==> config.mk <==
export PLATFORM = sky130hd
export DESIGN_NAME = scratchpad_temperature_decode
export DESIGN_NICKNAME = d
export VERILOG_FILES = /design/src/rtl/core/sptd_pkg.sv /design/src/rtl/core/sptd_capture.sv /design/src/rtl/core/sptd_decode.sv /design/src/rtl/core/scratchpad_temperature_decode.sv
export SDC_FILE = /design/constraint.sdc
export NUM_CORES = 1
export LEC_CHECK = 0
export BUFFER_PORTS_ARGS = -buffer_cell sky130_fd_sc_hd__buf_2
export CORE_ASPECT_RATIO = 0.5
export CORE_MARGIN = 3
export CORE_UTILIZATION = 60
export DETAILED_ROUTE_END_ITERATION = 8
export PLACE_DENSITY = 0.82
export SYNTH_ARGS = -nofsm -noshare
export SYNTH_HDL_FRONTEND = slang
export SYNTH_SLANG_ARGS = --single-unit
==> constraint.sdc <==
create_clock -name clock -period 8.15 [get_ports clock]
set_input_delay 0.4075 -clock clock [delete_from_list [all_inputs] [get_ports clock]]
set_output_delay 0.4075 -clock clock [all_outputs]
set_load 0.02 [all_outputs]
==> src/rtl/core/sptd_pkg.sv <==
// Shared types and constants for the scratchpad temperature decoder.
`default_nettype none

package sptd_pkg;

   localparam int MAX_SENSORS_DEFAULT = 8;

   // Scratchpad byte positions
   localparam logic [3:0] POS_TEMP_LOW   = 4'd0;
   localparam logic [3:0] POS_TEMP_HIGH  = 4'd1;
   localparam logic [3:0] POS_CONFIG     = 4'd4;
   localparam logic [3:0] POS_REMAIN     = 4'd6;
   localparam logic [3:0] POS_PER_DEGREE = 4'd7;
   localparam logic [3:0] POS_CRC        = 4'd8;
   localparam logic [3:0] POS_DONE       = 4'd9;

   localparam logic [7:0] CRC_POLY = 8'h8C;
   localparam logic [7:0] CRC_INIT = 8'h00;

   localparam logic [7:0]  SHORT_FAMILY  = 8'h10;
   localparam logic [7:0]  PER_DEGREE_16 = 8'h10;
   localparam logic [15:0] REFINE_MASK   = 16'hFFF0;
   localparam logic [15:0] REFINE_BIAS   = 16'd12;
   localparam logic [7:0]  RES_FIELD     = 8'h60;
   localparam int          RES_SHIFT     = 5;

   // Resolution codes from the configuration byte
   localparam logic [1:0] RES_9BIT  = 2'd0;
   localparam logic [1:0] RES_10BIT = 2'd1;
   localparam logic [1:0] RES_11BIT = 2'd2;
   localparam logic [1:0] RES_12BIT = 2'd3;

   localparam logic STATUS_OK      = 1'b0;
   localparam logic STATUS_CRC_ERR = 1'b1;

   typedef struct packed {
      logic [7:0] data_byte;
      logic       first;
      logic [7:0] family_code;
      logic [2:0] device_index;
   } req_type;

   typedef struct packed {
      logic               status;
      logic signed [15:0] temperature;
      logic [2:0]         sensor;
   } rsp_type;

   // Capture view handed from the byte tracker to the decoder
   typedef struct packed {
      logic       hit;
      logic       crc_ok;
      logic [7:0] temp_low;
      logic [7:0] temp_high;
      logic [1:0] res_bits;
      logic [7:0] remain_count;
      logic [7:0] count_per_degree;
   } cap_type;

endpackage

`default_nettype wire

==> src/rtl/core/sptd_capture.sv <==
// Byte tracker: byte count, running CRC-8 and captured scratchpad fields.
`default_nettype none

module sptd_capture (
   input  wire logic            clock,
   input  wire logic            reset,
   input  wire logic            advance,
   input  wire sptd_pkg::req_type item,
   output sptd_pkg::cap_type    cap
);

   function automatic logic [7:0] crc8_update(input logic [7:0] crc, input logic [7:0] b);
      logic [7:0] c;
      logic [7:0] d;
      logic       mix;
      c = crc;
      d = b;
      for (int k = 0; k < 8; k++) begin
         mix = c[0] ^ d[0];
         c   = {1'b0, c[7:1]};
         if (mix) begin
            c = c ^ sptd_pkg::CRC_POLY;
         end
         d = {1'b0, d[7:1]};
      end
      return c;
   endfunction

   logic [3:0] byte_count_ff, byte_count_in;
   logic [7:0] crc_ff, crc_in;
   logic [7:0] temp_low_ff, temp_low_in;
   logic [7:0] temp_high_ff, temp_high_in;
   logic [1:0] res_bits_ff, res_bits_in;
   logic [7:0] remain_ff, remain_in;
   logic [7:0] per_degree_ff, per_degree_in;

   logic [3:0] pos;
   logic [7:0] crc_base;
   logic [7:0] cfg_field;

   always_comb begin
      pos       = item.first ? sptd_pkg::POS_TEMP_LOW : byte_count_ff;
      crc_base  = item.first ? sptd_pkg::CRC_INIT : crc_ff;
      cfg_field = item.data_byte & sptd_pkg::RES_FIELD;

      byte_count_in = byte_count_ff;
      crc_in        = crc_ff;
      temp_low_in   = temp_low_ff;
      temp_high_in  = temp_high_ff;
      res_bits_in   = res_bits_ff;
      remain_in     = remain_ff;
      per_degree_in = per_degree_ff;

      if (advance) begin
         if (pos < sptd_pkg::POS_CRC) begin
            crc_in        = crc8_update(crc_base, item.data_byte);
            byte_count_in = pos + 4'd1;
            unique case (pos)
               sptd_pkg::POS_TEMP_LOW:   temp_low_in   = item.data_byte;
               sptd_pkg::POS_TEMP_HIGH:  temp_high_in  = item.data_byte;
               sptd_pkg::POS_CONFIG:     res_bits_in   = cfg_field[sptd_pkg::RES_SHIFT +: 2];
               sptd_pkg::POS_REMAIN:     remain_in     = item.data_byte;
               sptd_pkg::POS_PER_DEGREE: per_degree_in = item.data_byte;
               default: ;
            endcase
         end else begin
            crc_in        = crc_base;
            byte_count_in = sptd_pkg::POS_DONE;
         end
      end
   end

   always_ff @(posedge clock) begin
      if (reset) begin
         byte_count_ff <= sptd_pkg::POS_TEMP_LOW;
         crc_ff        <= sptd_pkg::CRC_INIT;
      end else begin
         byte_count_ff <= byte_count_in;
         crc_ff        <= crc_in;
      end
   end

   always_ff @(posedge clock) begin
      temp_low_ff   <= temp_low_in;
      temp_high_ff  <= temp_high_in;
      res_bits_ff   <= res_bits_in;
      remain_ff     <= remain_in;
      per_degree_ff <= per_degree_in;
   end

   assign cap.hit              = (pos == sptd_pkg::POS_CRC);
   assign cap.crc_ok           = (crc_base == item.data_byte);
   assign cap.temp_low         = temp_low_ff;
   assign cap.temp_high        = temp_high_ff;
   assign cap.res_bits         = res_bits_ff;
   assign cap.remain_count     = remain_ff;
   assign cap.count_per_degree = per_degree_ff;

endmodule

`default_nettype wire

==> src/rtl/core/sptd_decode.sv <==
// Temperature decode: CRC check, short-format refinement, resolution mask.
`default_nettype none

module sptd_decode #(
   parameter int MaxSensors = sptd_pkg::MAX_SENSORS_DEFAULT
) (
   input  wire sptd_pkg::cap_type cap,
   input  wire logic [7:0]        family_code,
   input  wire logic [2:0]        device_index,
   output sptd_pkg::rsp_type      result
);

   logic [15:0] raw;
   logic [15:0] shifted;
   logic [15:0] refined;
   logic [15:0] masked;
   logic [15:0] value;

   always_comb begin
      raw     = {cap.temp_high, cap.temp_low};
      shifted = {raw[12:0], 3'b000};
      refined = (shifted & sptd_pkg::REFINE_MASK) + sptd_pkg::REFINE_BIAS
                - {8'h00, cap.remain_count};

      unique case (cap.res_bits)
         sptd_pkg::RES_9BIT:  masked = {raw[15:3], 3'b000};
         sptd_pkg::RES_10BIT: masked = {raw[15:2], 2'b00};
         sptd_pkg::RES_11BIT: masked = {raw[15:1], 1'b0};
         sptd_pkg::RES_12BIT: masked = raw;
         default:             masked = raw;
      endcase

      if (family_code == sptd_pkg::SHORT_FAMILY) begin
         value = (cap.count_per_degree == sptd_pkg::PER_DEGREE_16) ? refined : shifted;
      end else begin
         value = masked;
      end

      if (cap.crc_ok) begin
         result.status      = sptd_pkg::STATUS_OK;
         result.temperature = $signed(value);
      end else begin
         result.status      = sptd_pkg::STATUS_CRC_ERR;
         result.temperature = '0;
      end
      result.sensor = (int'(device_index) < MaxSensors) ? device_index : 3'd0;
   end

endmodule

`default_nettype wire

==> src/rtl/core/scratchpad_temperature_decode.sv <==
// Top level of the scratchpad temperature decoder.
//
//   channel | direction | handshake           | payload
//   --------+-----------+---------------------+-----------------------------
//   req     | in        | req_valid/req_stall | data_byte, first, family, idx
//   rsp     | out       | rsp_valid/rsp_stall | status, temperature, sensor
//
// One byte per cycle unless byte 8 meets a stalled result. A byte waits in
// the input register; CRC update, capture and decode run in the cycle it
// leaves it, and the result of byte 8 lands in the output register.
// Reset clears the byte count, the CRC and both valid flags.
// A stalled result only blocks a byte that itself produces a result; bytes
// 0 to 7 and trailing bytes keep flowing underneath it.
`default_nettype none

module scratchpad_temperature_decode #(
   parameter int MAX_SENSORS = sptd_pkg::MAX_SENSORS_DEFAULT
) (
   input  wire logic              clock,
   input  wire logic              reset,
   input  wire logic              req_valid,
   output logic                   req_stall,
   input  wire sptd_pkg::req_type req_data,
   output logic                   rsp_valid,
   input  wire logic              rsp_stall,
   output sptd_pkg::rsp_type      rsp_data
);

   logic              s1_valid_ff, s1_valid_in;
   sptd_pkg::req_type s1_data_ff, s1_data_in;
   logic              rsp_valid_ff, rsp_valid_in;
   sptd_pkg::rsp_type rsp_data_ff, rsp_data_in;

   sptd_pkg::cap_type cap;
   sptd_pkg::rsp_type result;

   logic req_take;
   logic rsp_take;
   logic s1_advance;

   // Track byte position and CRC for the byte held in the input register.
   sptd_capture u_capture (
      .clock   (clock),
      .reset   (reset),
      .advance (s1_advance),
      .item    (s1_data_ff),
      .cap     (cap)
   );

   // Build the result for byte 8 from the captured fields.
   sptd_decode #(
      .MaxSensors (MAX_SENSORS)
   ) u_decode (
      .cap          (cap),
      .family_code  (s1_data_ff.family_code),
      .device_index (s1_data_ff.device_index),
      .result       (result)
   );

   // Advance the held byte unless it makes a result and the output slot is busy.
   assign rsp_take   = rsp_valid_ff && !rsp_stall;
   assign s1_advance = s1_valid_ff && (!cap.hit || !rsp_valid_ff || !rsp_stall);
   assign req_stall  = s1_valid_ff && !s1_advance;
   assign req_take   = req_valid && !req_stall;

   always_comb begin
      s1_valid_in = s1_valid_ff;
      s1_data_in  = s1_data_ff;
      if (req_take) begin
         s1_valid_in = 1'b1;
         s1_data_in  = req_data;
      end else if (s1_advance) begin
         s1_valid_in = 1'b0;
      end

      rsp_valid_in = rsp_valid_ff;
      rsp_data_in  = rsp_data_ff;
      if (s1_advance && cap.hit) begin
         rsp_valid_in = 1'b1;
         rsp_data_in  = result;
      end else if (rsp_take) begin
         rsp_valid_in = 1'b0;
      end
   end

   always_ff @(posedge clock) begin
      if (reset) begin
         s1_valid_ff  <= 1'b0;
         rsp_valid_ff <= 1'b0;
      end else begin
         s1_valid_ff  <= s1_valid_in;
         rsp_valid_ff <= rsp_valid_in;
      end
   end

   // Hold payloads while their stage is stalled.
   always_ff @(posedge clock) begin
      s1_data_ff  <= s1_data_in;
      rsp_data_ff <= rsp_data_in;
   end

   assign rsp_valid = rsp_valid_ff;
   assign rsp_data  = rsp_data_ff;

`ifndef SYNTHESIS
   a_stall_needs_item: assert property (@(posedge clock) disable iff (reset)
      req_stall |-> s1_valid_ff)
      else $error("input stalled with empty input register");

   a_result_from_stage: assert property (@(posedge clock) disable iff (reset)
      rsp_valid_ff && !$past(rsp_valid_ff) && !$past(reset) |-> $past(s1_valid_ff))
      else $error("result appeared without a byte in the input register");

   a_error_zero: assert property (@(posedge clock) disable iff (reset)
      rsp_valid_ff && (rsp_data_ff.status == sptd_pkg::STATUS_CRC_ERR)
         |-> rsp_data_ff.temperature == 16'sd0)
      else $error("CRC error result carries a nonzero temperature");

   a_no_overwrite: assert property (@(posedge clock) disable iff (reset)
      rsp_valid_ff && rsp_stall |-> !(s1_advance && cap.hit))
      else $error("pending result overwritten");
`endif

endmodule

`default_nettype wire
==> results of run 1 <==
## logic make-up after synthesis
| group | synth area share (%) |
|---|---|
| DFF | 62.9 |
| and+or+nand+nor | 12.9 |
| xor gates and xnor gates | 8.24 |
| adders and majority gates | 2.83 |
| muxes | 0.755 |
| AOI/OAI and AO/OA | 10.3 |
| buffers and inverters | 2.17 |
## flip-flops by register name, indices dropped and copies added, names as in the netlist, 2 cells and up
register	cells
u_capture.temp_high_ff	8
s1_data_ff	20
u_capture.byte_count_ff	4
rsp_data	20
u_capture.per_degree_ff	8
u_capture.remain_ff	8
u_capture.temp_low_ff	8
u_capture.crc_ff	8
u_capture.res_bits_ff	2
## Yosys cell counts, drive strengths merged, types with 2 or more instances
cell type / number / area (sq um)
nor2: 42 / 158
buf: 5 / 22.5
nor2b: 8 / 50.1
inv: 10 / 37.5
a21oi: 12 / 60.1
dfxtp: 14 / 280
edfxtp: 74 / 2220
a2111oi: 3 / 57.6
mux2i: 3 / 30.0
a31oi: 3 / 18.8
nor4bb: 2 / 20.0
o21ai: 4 / 20.0
a211oi: 21 / 163
or3: 3 / 23.8
o21bai: 2 / 15.0
nand2b: 4 / 25.0
xnor2: 26 / 235
xor2: 8 / 70.1
or2: 2 / 15.0
nand3: 6 / 30.0
a21o: 2 / 15.0
ha: 9 / 113
nor4: 2 / 12.5
nand2: 16 / 60.1
nand3b: 2 / 15.0
clkbuf: 7 / 26.3
o32ai: 2 / 17.5
nor3: 2 / 10.0
and3: 6 / 37.5
## power by group through the flow
stage	Combinational, uW	Clock [uW]	Sequential, uW
CTS	71.0	397	518
finish	70.8	391	518
global route	78.9	414	520
floorplan	55.1	0	522
detailed placement	70.1	0	527
global placement	68.3	0	526
## cell type report
class	instances	area [sq um]	share of cell area (%)
timing repair buffer	46	233	5.10
clock inverter	5	57.6	1.26
inverter	10	37.5	0.822
multi-input combinational	202	1390	30.5
tap	88	110	2.41
sequential	88	2500	54.8
clock buffer	11	233	5.10
## critical path, delay by kind of cell, from the launching register on
kind	cells	cell delay [ns]
and+or+nand+nor	3	1.42
DFF	1	0.72
adders and majority gates	1	0.19
## worst min path at each step
| stage | start | endpoint |
|---|---|---|
| floorplan | s1_data_ff[0] | rsp_data[0] |
| global placement | s1_data_ff[1] | rsp_data[1] |
| detailed placement | s1_data_ff[1] | rsp_data[1] |
| CTS | req_data[14] | s1_data_ff[14] |
| global route | req_data[14] | s1_data_ff[14] |
| finish | req_data[14] | s1_data_ff[14] |
## layer usage
layer / track usage [%] / up-vias / share of wire [%]
li1: - / 1232 / -
met1: 24.8 / 1200 / 45
met5: 0 / - / 0
met3: 5.74 / 18 / 7.0
met4: 8.52 / 0 / 2.2
met2: 30.8 / 88 / 46
## metrics by stage
step	cell area [sq um]	power, uW	hold WS, ns
after detailed placement	4270	597	0.408
after global routing	4560	1010	0.239
after global placement	4270	594	0.403
after floorplan	3980	577	0.400
after CTS	4560	986	0.238
final	4560	980	0.246
==> flow_results.xml, run 1 <==
<?xml version="1.0" encoding="UTF-8"?>
<metrics>
  <group name="run_status">
    <metric name="run_status" unit="">completed</metric>
  </group>
  <group name="sta">
    <metric name="tightest_slew" unit="ns">1.04</metric>
    <metric name="max-slew-margin-rel" unit="%">30.6</metric>
    <metric name="unrepaired_setup_endpoints_after_global_routing" unit="">false</metric>
    <metric name="setup-violations-final" unit="">0</metric>
    <metric name="worst_slack" unit="ns">5.43</metric>
    <metric name="fin_skew" unit="ns">0.00838</metric>
    <metric name="timing.setup.tns" unit="ns">0</metric>
    <metric name="ratio_of_final_minimum_period_to_clock_period" unit="%">33.4</metric>
    <metric name="timing_max_transition_violations_final" unit="">0</metric>
    <metric name="final-hold-violation-count" unit="">0</metric>
    <metric name="period_minus_slack" unit="ns">2.72</metric>
    <metric name="max_freq" unit="MHz">368</metric>
  </group>
  <group name="global_route">
    <metric name="grt_first_pass_wirelength" unit="mm">11.3</metric>
    <metric name="grt_antenna_before_repair" unit="">0</metric>
    <metric name="global_route.overflow_total" unit="">0</metric>
    <metric name="grt_start_max_net_pins" unit="">30</metric>
    <metric name="grt_util_all_layers" unit="%">19.3</metric>
    <metric name="grt_pass1_vias" unit="">2361</metric>
  </group>
  <group name="floorplan">
    <metric name="design.die.area" unit="sq um">7710</metric>
    <metric name="num_rows" unit="">20</metric>
    <metric name="die_w" unit="um">121</metric>
    <metric name="die-height" unit="um">63.6</metric>
    <metric name="initial_util" unit="%">63.9</metric>
    <metric name="boundaryPins" unit="">46</metric>
    <metric name="placeableCoreArea" unit="sq um">6230</metric>
  </group>
  <group name="worst_hold_path">
    <metric name="hold_path_depth" unit="">1</metric>
    <metric name="worst_hold_path_type" unit="">input pin to register</metric>
  </group>
  <group name="worst_setup_path">
    <metric name="crit_start" unit="">s1_data_ff[11]</metric>
    <metric name="worstSetupEndpoint" unit="">rsp_data[15]</metric>
    <metric name="path_class" unit="">register to register</metric>
    <metric name="worst_r2r_endpoint" unit="">rsp_data[15]</metric>
    <metric name="crit_path_cell_trace" unit="">nand2b_1 &gt; ha_1 &gt; nor3b_1 &gt; and3_1</metric>
    <metric name="reg2regPathDepth" unit="">4</metric>
    <metric name="crit_arrival" unit="ns">2.67</metric>
    <metric name="regToRegSetupSlack" unit="ns">5.43</metric>
    <metric name="crit_path_end_kind" unit="">register</metric>
    <metric name="critical-path-slowest-cell" unit="">and3_1</metric>
    <metric name="rr_startpoint" unit="">s1_data_ff[11]</metric>
    <metric name="required" unit="ns">8.10</metric>
    <metric name="start_kind" unit="">register</metric>
    <metric name="worstPathMaxFanout" unit="">20</metric>
    <metric name="timing.critical_path.slowest_cell_delay" unit="ns">0.85</metric>
  </group>
  <group name="place">
    <metric name="place_hpwl" unit="mm">4.91</metric>
    <metric name="worst_setup_timing_slack_at_the_placement_stage" unit="ns">5.45</metric>
    <metric name="dp_cells" unit="">434</metric>
    <metric name="gp_routability_congestion" unit="">0.872</metric>
    <metric name="port_bufs" unit="">45</metric>
  </group>
  <group name="routing">
    <metric name="route.final.wire_length" unit="mm">7.04</metric>
    <metric name="ant_nets" unit="">0</metric>
    <metric name="drt-initial-drc-count" unit="">179</metric>
    <metric name="post-route-drc-count" unit="">0</metric>
    <metric name="avgViaCountPerCell" unit="">5.64</metric>
    <metric name="avgRoutedWirePerCell" unit="um">15.6</metric>
    <metric name="num_vias" unit="">2538</metric>
    <metric name="dr.pass1.iters" unit="">4</metric>
  </group>
  <group name="final_layout">
    <metric name="antennaDiodeCount" unit="">0</metric>
    <metric name="final_core_utilization" unit="%">73.3</metric>
    <metric name="nNetsFinal" unit="">390</metric>
    <metric name="fill_cells" unit="">394</metric>
    <metric name="mostFrequentLayoutCell" unit="">edfxtp_1</metric>
    <metric name="area_delta_synth_final" unit="%">14.7</metric>
    <metric name="finalNonFillerCells" unit="">450</metric>
    <metric name="layout.cells.most_common_list" unit="">edfxtp_1, buf_2, nor2_1</metric>
    <metric name="drive_gt1_share" unit="%">18.5</metric>
  </group>
  <group name="clock_network">
    <metric name="ctsRootBufferMaster" unit="">clkbuf_16</metric>
    <metric name="insertion_delay" unit="ns">0.33</metric>
    <metric name="post_cts_resized" unit="">0</metric>
    <metric name="clock_tree.buffer_depth" unit="">2</metric>
    <metric name="cts.htree.levels" unit="">3</metric>
    <metric name="numCtsBuffers" unit="">9</metric>
    <metric name="cts_setup_buffers" unit="">0</metric>
    <metric name="cts.sink_count" unit="">88</metric>
    <metric name="cts.clk_slew.worst_paths" unit="ns">0.06</metric>
    <metric name="cts.hold.buffers_added" unit="">0</metric>
    <metric name="clock_tree_from_tritoncts" unit="">done</metric>
  </group>
  <group name="synth">
    <metric name="synthDistinctLibCells" unit="">47</metric>
    <metric name="asyncSetResetFlopFracSynth" unit="%">0</metric>
    <metric name="syn_area_per_cell" unit="sq um">12.8</metric>
    <metric name="number_of_enable_flip_flop_cells_after_synthesis" unit="">74</metric>
    <metric name="synth_ff_type" unit="">edfxtp_1</metric>
    <metric name="portion_of_the_post_synthesis_area_used_by_sequential_elements" unit="%">62.9</metric>
    <metric name="postSynthRegisterBits" unit="">88</metric>
    <metric name="synthesis.nets" unit="">345</metric>
    <metric name="synth-warning-count" unit="">0</metric>
    <metric name="post_synth_instance_area" unit="sq um">3980</metric>
    <metric name="synth_cells" unit="">312</metric>
  </group>
  <group name="run">
    <metric name="max-cap-violations" unit="">0</metric>
  </group>
  <group name="power_and_ir_drop">
    <metric name="power_leakage" unit="uW">0.00159</metric>
    <metric name="power_density" unit="nW/um^2">215</metric>
    <metric name="power.combinational.fraction" unit="%">7.2</metric>
    <metric name="power_frac_seq" unit="%">52.9</metric>
    <metric name="cellInternalPower" unit="uW">773</metric>
    <metric name="clkPwrFrac" unit="%">39.9</metric>
    <metric name="switching_power" unit="uW">207</metric>
    <metric name="power_switching_share" unit="%">21.1</metric>
    <metric name="vdd_ir_drop_max" unit="mV">0.147</metric>
  </group>
</metrics>
Power figures use the tool's default switching activity.
==> run 2, diff against run 1 <==
Settings changed: ABC_AREA set to 1, CORE_UTILIZATION 60 to 58, PLACE_DENSITY 0.82 to 0.79.
Clock period 8.15 ns to 2.7 ns, I/O delays scaled along.
==> flow_results.xml, run 2 <==
<?xml version="1.0" encoding="UTF-8"?>
<metrics>
  <group name="run_status">
    <metric name="run_status" unit="">completed</metric>
  </group>
  <group name="sta">
    <metric name="timing.setup.tns" unit="ns">0</metric>
    <metric name="unrepaired_setup_endpoints_after_global_routing" unit="">false</metric>
    <metric name="fin_skew" unit="ns">0.00941</metric>
    <metric name="period_minus_slack" unit="ns">2.45</metric>
    <metric name="ratio_of_final_minimum_period_to_clock_period" unit="%">90.8</metric>
    <metric name="tightest_slew" unit="ns">0.545</metric>
    <metric name="final-hold-violation-count" unit="">0</metric>
    <metric name="max-slew-margin-rel" unit="%">63.6</metric>
    <metric name="worst_slack" unit="ns">0.247</metric>
    <metric name="setup-violations-final" unit="">0</metric>
    <metric name="timing_max_transition_violations_final" unit="">0</metric>
    <metric name="max_freq" unit="MHz">408</metric>
  </group>
  <group name="routing">
    <metric name="avgRoutedWirePerCell" unit="um">15.4</metric>
    <metric name="route.layer.met1.wl" unit="mm">3.95</metric>
    <metric name="ant_nets" unit="">0</metric>
    <metric name="drt-initial-drc-count" unit="">396</metric>
    <metric name="detailroute.wirelength.met3" unit="um">706</metric>
    <metric name="num_vias" unit="">3180</metric>
    <metric name="post-route-drc-count" unit="">0</metric>
    <metric name="route.met2.wl" unit="mm">4.24</metric>
    <metric name="top_layer_used" unit="">met4</metric>
    <metric name="avgViaCountPerCell" unit="">5.37</metric>
    <metric name="route.final.wire_length" unit="mm">9.14</metric>
    <metric name="dr.pass1.iters" unit="">6</metric>
  </group>
  <group name="worst_setup_path">
    <metric name="worstPathBufferInverterCount" unit="">4</metric>
    <metric name="worstPathMaxFanout" unit="">15</metric>
    <metric name="critical-path-slowest-cell" unit="">edfxtp_1</metric>
    <metric name="regToRegSetupSlack" unit="ns">0.25</metric>
    <metric name="worst_r2r_endpoint" unit="">u_capture.temp_low_ff[7]</metric>
    <metric name="required" unit="ns">2.75</metric>
    <metric name="path_delay_family" unit="">buffers and inverters</metric>
    <metric name="reg2regPathDepth" unit="">11</metric>
    <metric name="crit_path_cell_trace" unit="">inv_2 &gt; nand2_1 &gt; ha_1 &gt; inv_1 &gt; nor3_2 &gt; nand2_1 &gt; nand2_2 &gt; a21oi_2 &gt; inv_1 &gt; nor3_1 &gt; buf_4</metric>
    <metric name="timing.critical_path.slowest_cell_delay" unit="ns">0.44</metric>
    <metric name="wp_depth" unit="">11</metric>
    <metric name="rr_startpoint" unit="">s1_data_ff[11]</metric>
    <metric name="path_class" unit="">register to register</metric>
    <metric name="start_kind" unit="">register</metric>
    <metric name="crit_arrival" unit="ns">2.51</metric>
    <metric name="crit_path_end_kind" unit="">register</metric>
  </group>
  <group name="synth">
    <metric name="portion_of_the_post_synthesis_area_used_by_sequential_elements" unit="%">60.1</metric>
    <metric name="asyncSetResetFlopFracSynth" unit="%">0</metric>
    <metric name="ys_top_cells_by_area" unit="">edfxtp_1, nand2_1, dfxtp_1</metric>
    <metric name="synthDistinctLibCells" unit="">37</metric>
    <metric name="synth-warning-count" unit="">0</metric>
    <metric name="synthMostInstantiatedCell" unit="">nand2_1</metric>
    <metric name="number_of_enable_flip_flop_cells_after_synthesis" unit="">74</metric>
    <metric name="synth_ff_type" unit="">edfxtp_1</metric>
    <metric name="synthesis.nets" unit="">448</metric>
    <metric name="synth_cells" unit="">415</metric>
    <metric name="netlist.top_cell.by_area" unit="">edfxtp_1</metric>
    <metric name="post-synth-top-area-fraction" unit="%">53.3</metric>
    <metric name="syn_area_per_cell" unit="sq um">10.0</metric>
    <metric name="post_synth_instance_area" unit="sq um">4170</metric>
    <metric name="postSynthRegisterBits" unit="">88</metric>
    <metric name="yosys-top-cells-count" unit="">nand2_1, edfxtp_1, inv_1</metric>
  </group>
  <group name="run">
    <metric name="max-cap-violations" unit="">0</metric>
  </group>
  <group name="worst_hold_path">
    <metric name="worstHoldStart" unit="">req_valid</metric>
    <metric name="worst_hold_path_type" unit="">input pin to register</metric>
    <metric name="hold_ep" unit="">s1_valid_ff</metric>
    <metric name="hold_path_depth" unit="">3</metric>
  </group>
  <group name="floorplan">
    <metric name="num_rows" unit="">21</metric>
    <metric name="die-height" unit="um">65.9</metric>
    <metric name="design.die.area" unit="sq um">8300</metric>
    <metric name="boundaryPins" unit="">46</metric>
    <metric name="die_w" unit="um">126</metric>
    <metric name="initial_util" unit="%">61.0</metric>
    <metric name="placeableCoreArea" unit="sq um">6830</metric>
  </group>
  <group name="global_route">
    <metric name="grt_antenna_before_repair" unit="">0</metric>
    <metric name="grt_util_all_layers" unit="%">23.6</metric>
    <metric name="grt_start_max_net_pins" unit="">21</metric>
    <metric name="grt_first_pass_wirelength" unit="mm">14.8</metric>
    <metric name="global_route.overflow_total" unit="">0</metric>
    <metric name="grt_pass1_vias" unit="">3019</metric>
  </group>
  <group name="final_layout">
    <metric name="drive_gt1_share" unit="%">19.0</metric>
    <metric name="layout.cells.most_common_list" unit="">nand2_1, edfxtp_1, inv_1</metric>
    <metric name="antennaDiodeCount" unit="">0</metric>
    <metric name="fill_cells" unit="">476</metric>
    <metric name="area_delta_synth_final" unit="%">20.5</metric>
    <metric name="mostFrequentLayoutCell" unit="">nand2_1</metric>
    <metric name="nNetsFinal" unit="">528</metric>
  </group>
  <group name="place">
    <metric name="place_hpwl" unit="mm">5.90</metric>
    <metric name="port_bufs" unit="">45</metric>
    <metric name="gp_routability_congestion" unit="">0.841</metric>
    <metric name="worst_setup_timing_slack_at_the_placement_stage" unit="ns">0.310</metric>
  </group>
  <group name="clock_network">
    <metric name="cts.sink_count" unit="">88</metric>
    <metric name="cts.hold.buffers_added" unit="">20</metric>
    <metric name="clock_tree_from_tritoncts" unit="">done</metric>
    <metric name="ctsRootBufferMaster" unit="">clkbuf_16</metric>
    <metric name="post_cts_resized" unit="">0</metric>
    <metric name="cts.htree.levels" unit="">3</metric>
    <metric name="cts.clk_slew.worst_paths" unit="ns">0.07</metric>
    <metric name="insertion_delay" unit="ns">0.34</metric>
    <metric name="clock_tree.buffer_depth" unit="">2</metric>
    <metric name="numCtsBuffers" unit="">9</metric>
    <metric name="cts_setup_buffers" unit="">0</metric>
  </group>
  <group name="power_and_ir_drop">
    <metric name="vdd_ir_drop_max" unit="mV">0.466</metric>
    <metric name="power_leakage" unit="uW">0.00220</metric>
    <metric name="power_density" unit="nW/um^2">601</metric>
  </group>
</metrics>
[run 2: changes by cell type in the layout (fill, tap and decap cells not counted), moves of 20 or more]
| cell | delta |
|---|---|
| inv_1 | +44 |
| dlygate4sd3_1 | +20 |
| xnor2_1 | -21 |
| a211oi_1 | -20 |
| nand2_1 | +63 |
[run 2: kinds of logic after synthesis]
kind of cell,Yosys count,synth area share (%)
and+or+nand+nor,178,19.1
DFF,88,60.1
AOI/OAI and AO/OA,67,9.37
buffers and inverters,61,6.01
xor gates and xnor gates,12,2.70
adders and majority gates,9,2.70
[run 2: metal layers]
layer	up-vias	track usage [%]
met5	-	0
met4	0	9.36
met3	25	6.05
met2	149	39.0
met1	1435	30.5
li1	1571	-
[run 2: cell type report]
cell class              count  area [sq um]  share of cell area (%)
inverters                  56           215                    4.29
well taps                  92           115                    2.29
flip-flops and latches     88          2500                    49.9
clock buffers              10           229                    4.56
multi-input cells         266          1410                    28.2
clock inverters             6          50.0                   0.998
repair buffers             74           493                    9.83
[run 2: worst max path at each step]
| stage | start | to |
|---|---|---|
| floorplan | s1_data_ff[11] | u_capture.temp_low_ff[0] |
| global placement | s1_data_ff[11] | u_capture.temp_low_ff[3] |
| detailed placement | s1_data_ff[11] | u_capture.temp_low_ff[1] |
| CTS | s1_data_ff[11] | u_capture.temp_low_ff[6] |
| global route | s1_data_ff[11] | u_capture.temp_low_ff[0] |
| finish | s1_data_ff[11] | u_capture.temp_low_ff[7] |
[run 2: stage by stage]
stage	total power [uW]	std cells	utilization, %	cell area (sq um)	hold WS, ns
after global placement	1830	556	66.4	4540	0.312
after global routing	3100	592	73.4	5020	0.120
after floorplan	1760	415	-	4170	0.234
after detailed placement	1830	556	66.4	4540	0.313
final	3010	592	73.4	5020	0.0883
after CTS	3000	592	73.4	5020	0.0721
[run 2: power by group]
group | leakage (uW) | switching, uW | internal, uW
logic | 0.00124 | 162 | 104
registers | 0.000836 | 48.7 | 1520
clock network | 0.000130 | 541 | 635
[run 2: worst min-delay path, cell delays in order]
cell and delay (ns):
buf_2 0.10, inv_1 0.08, a21oi_1 0.07
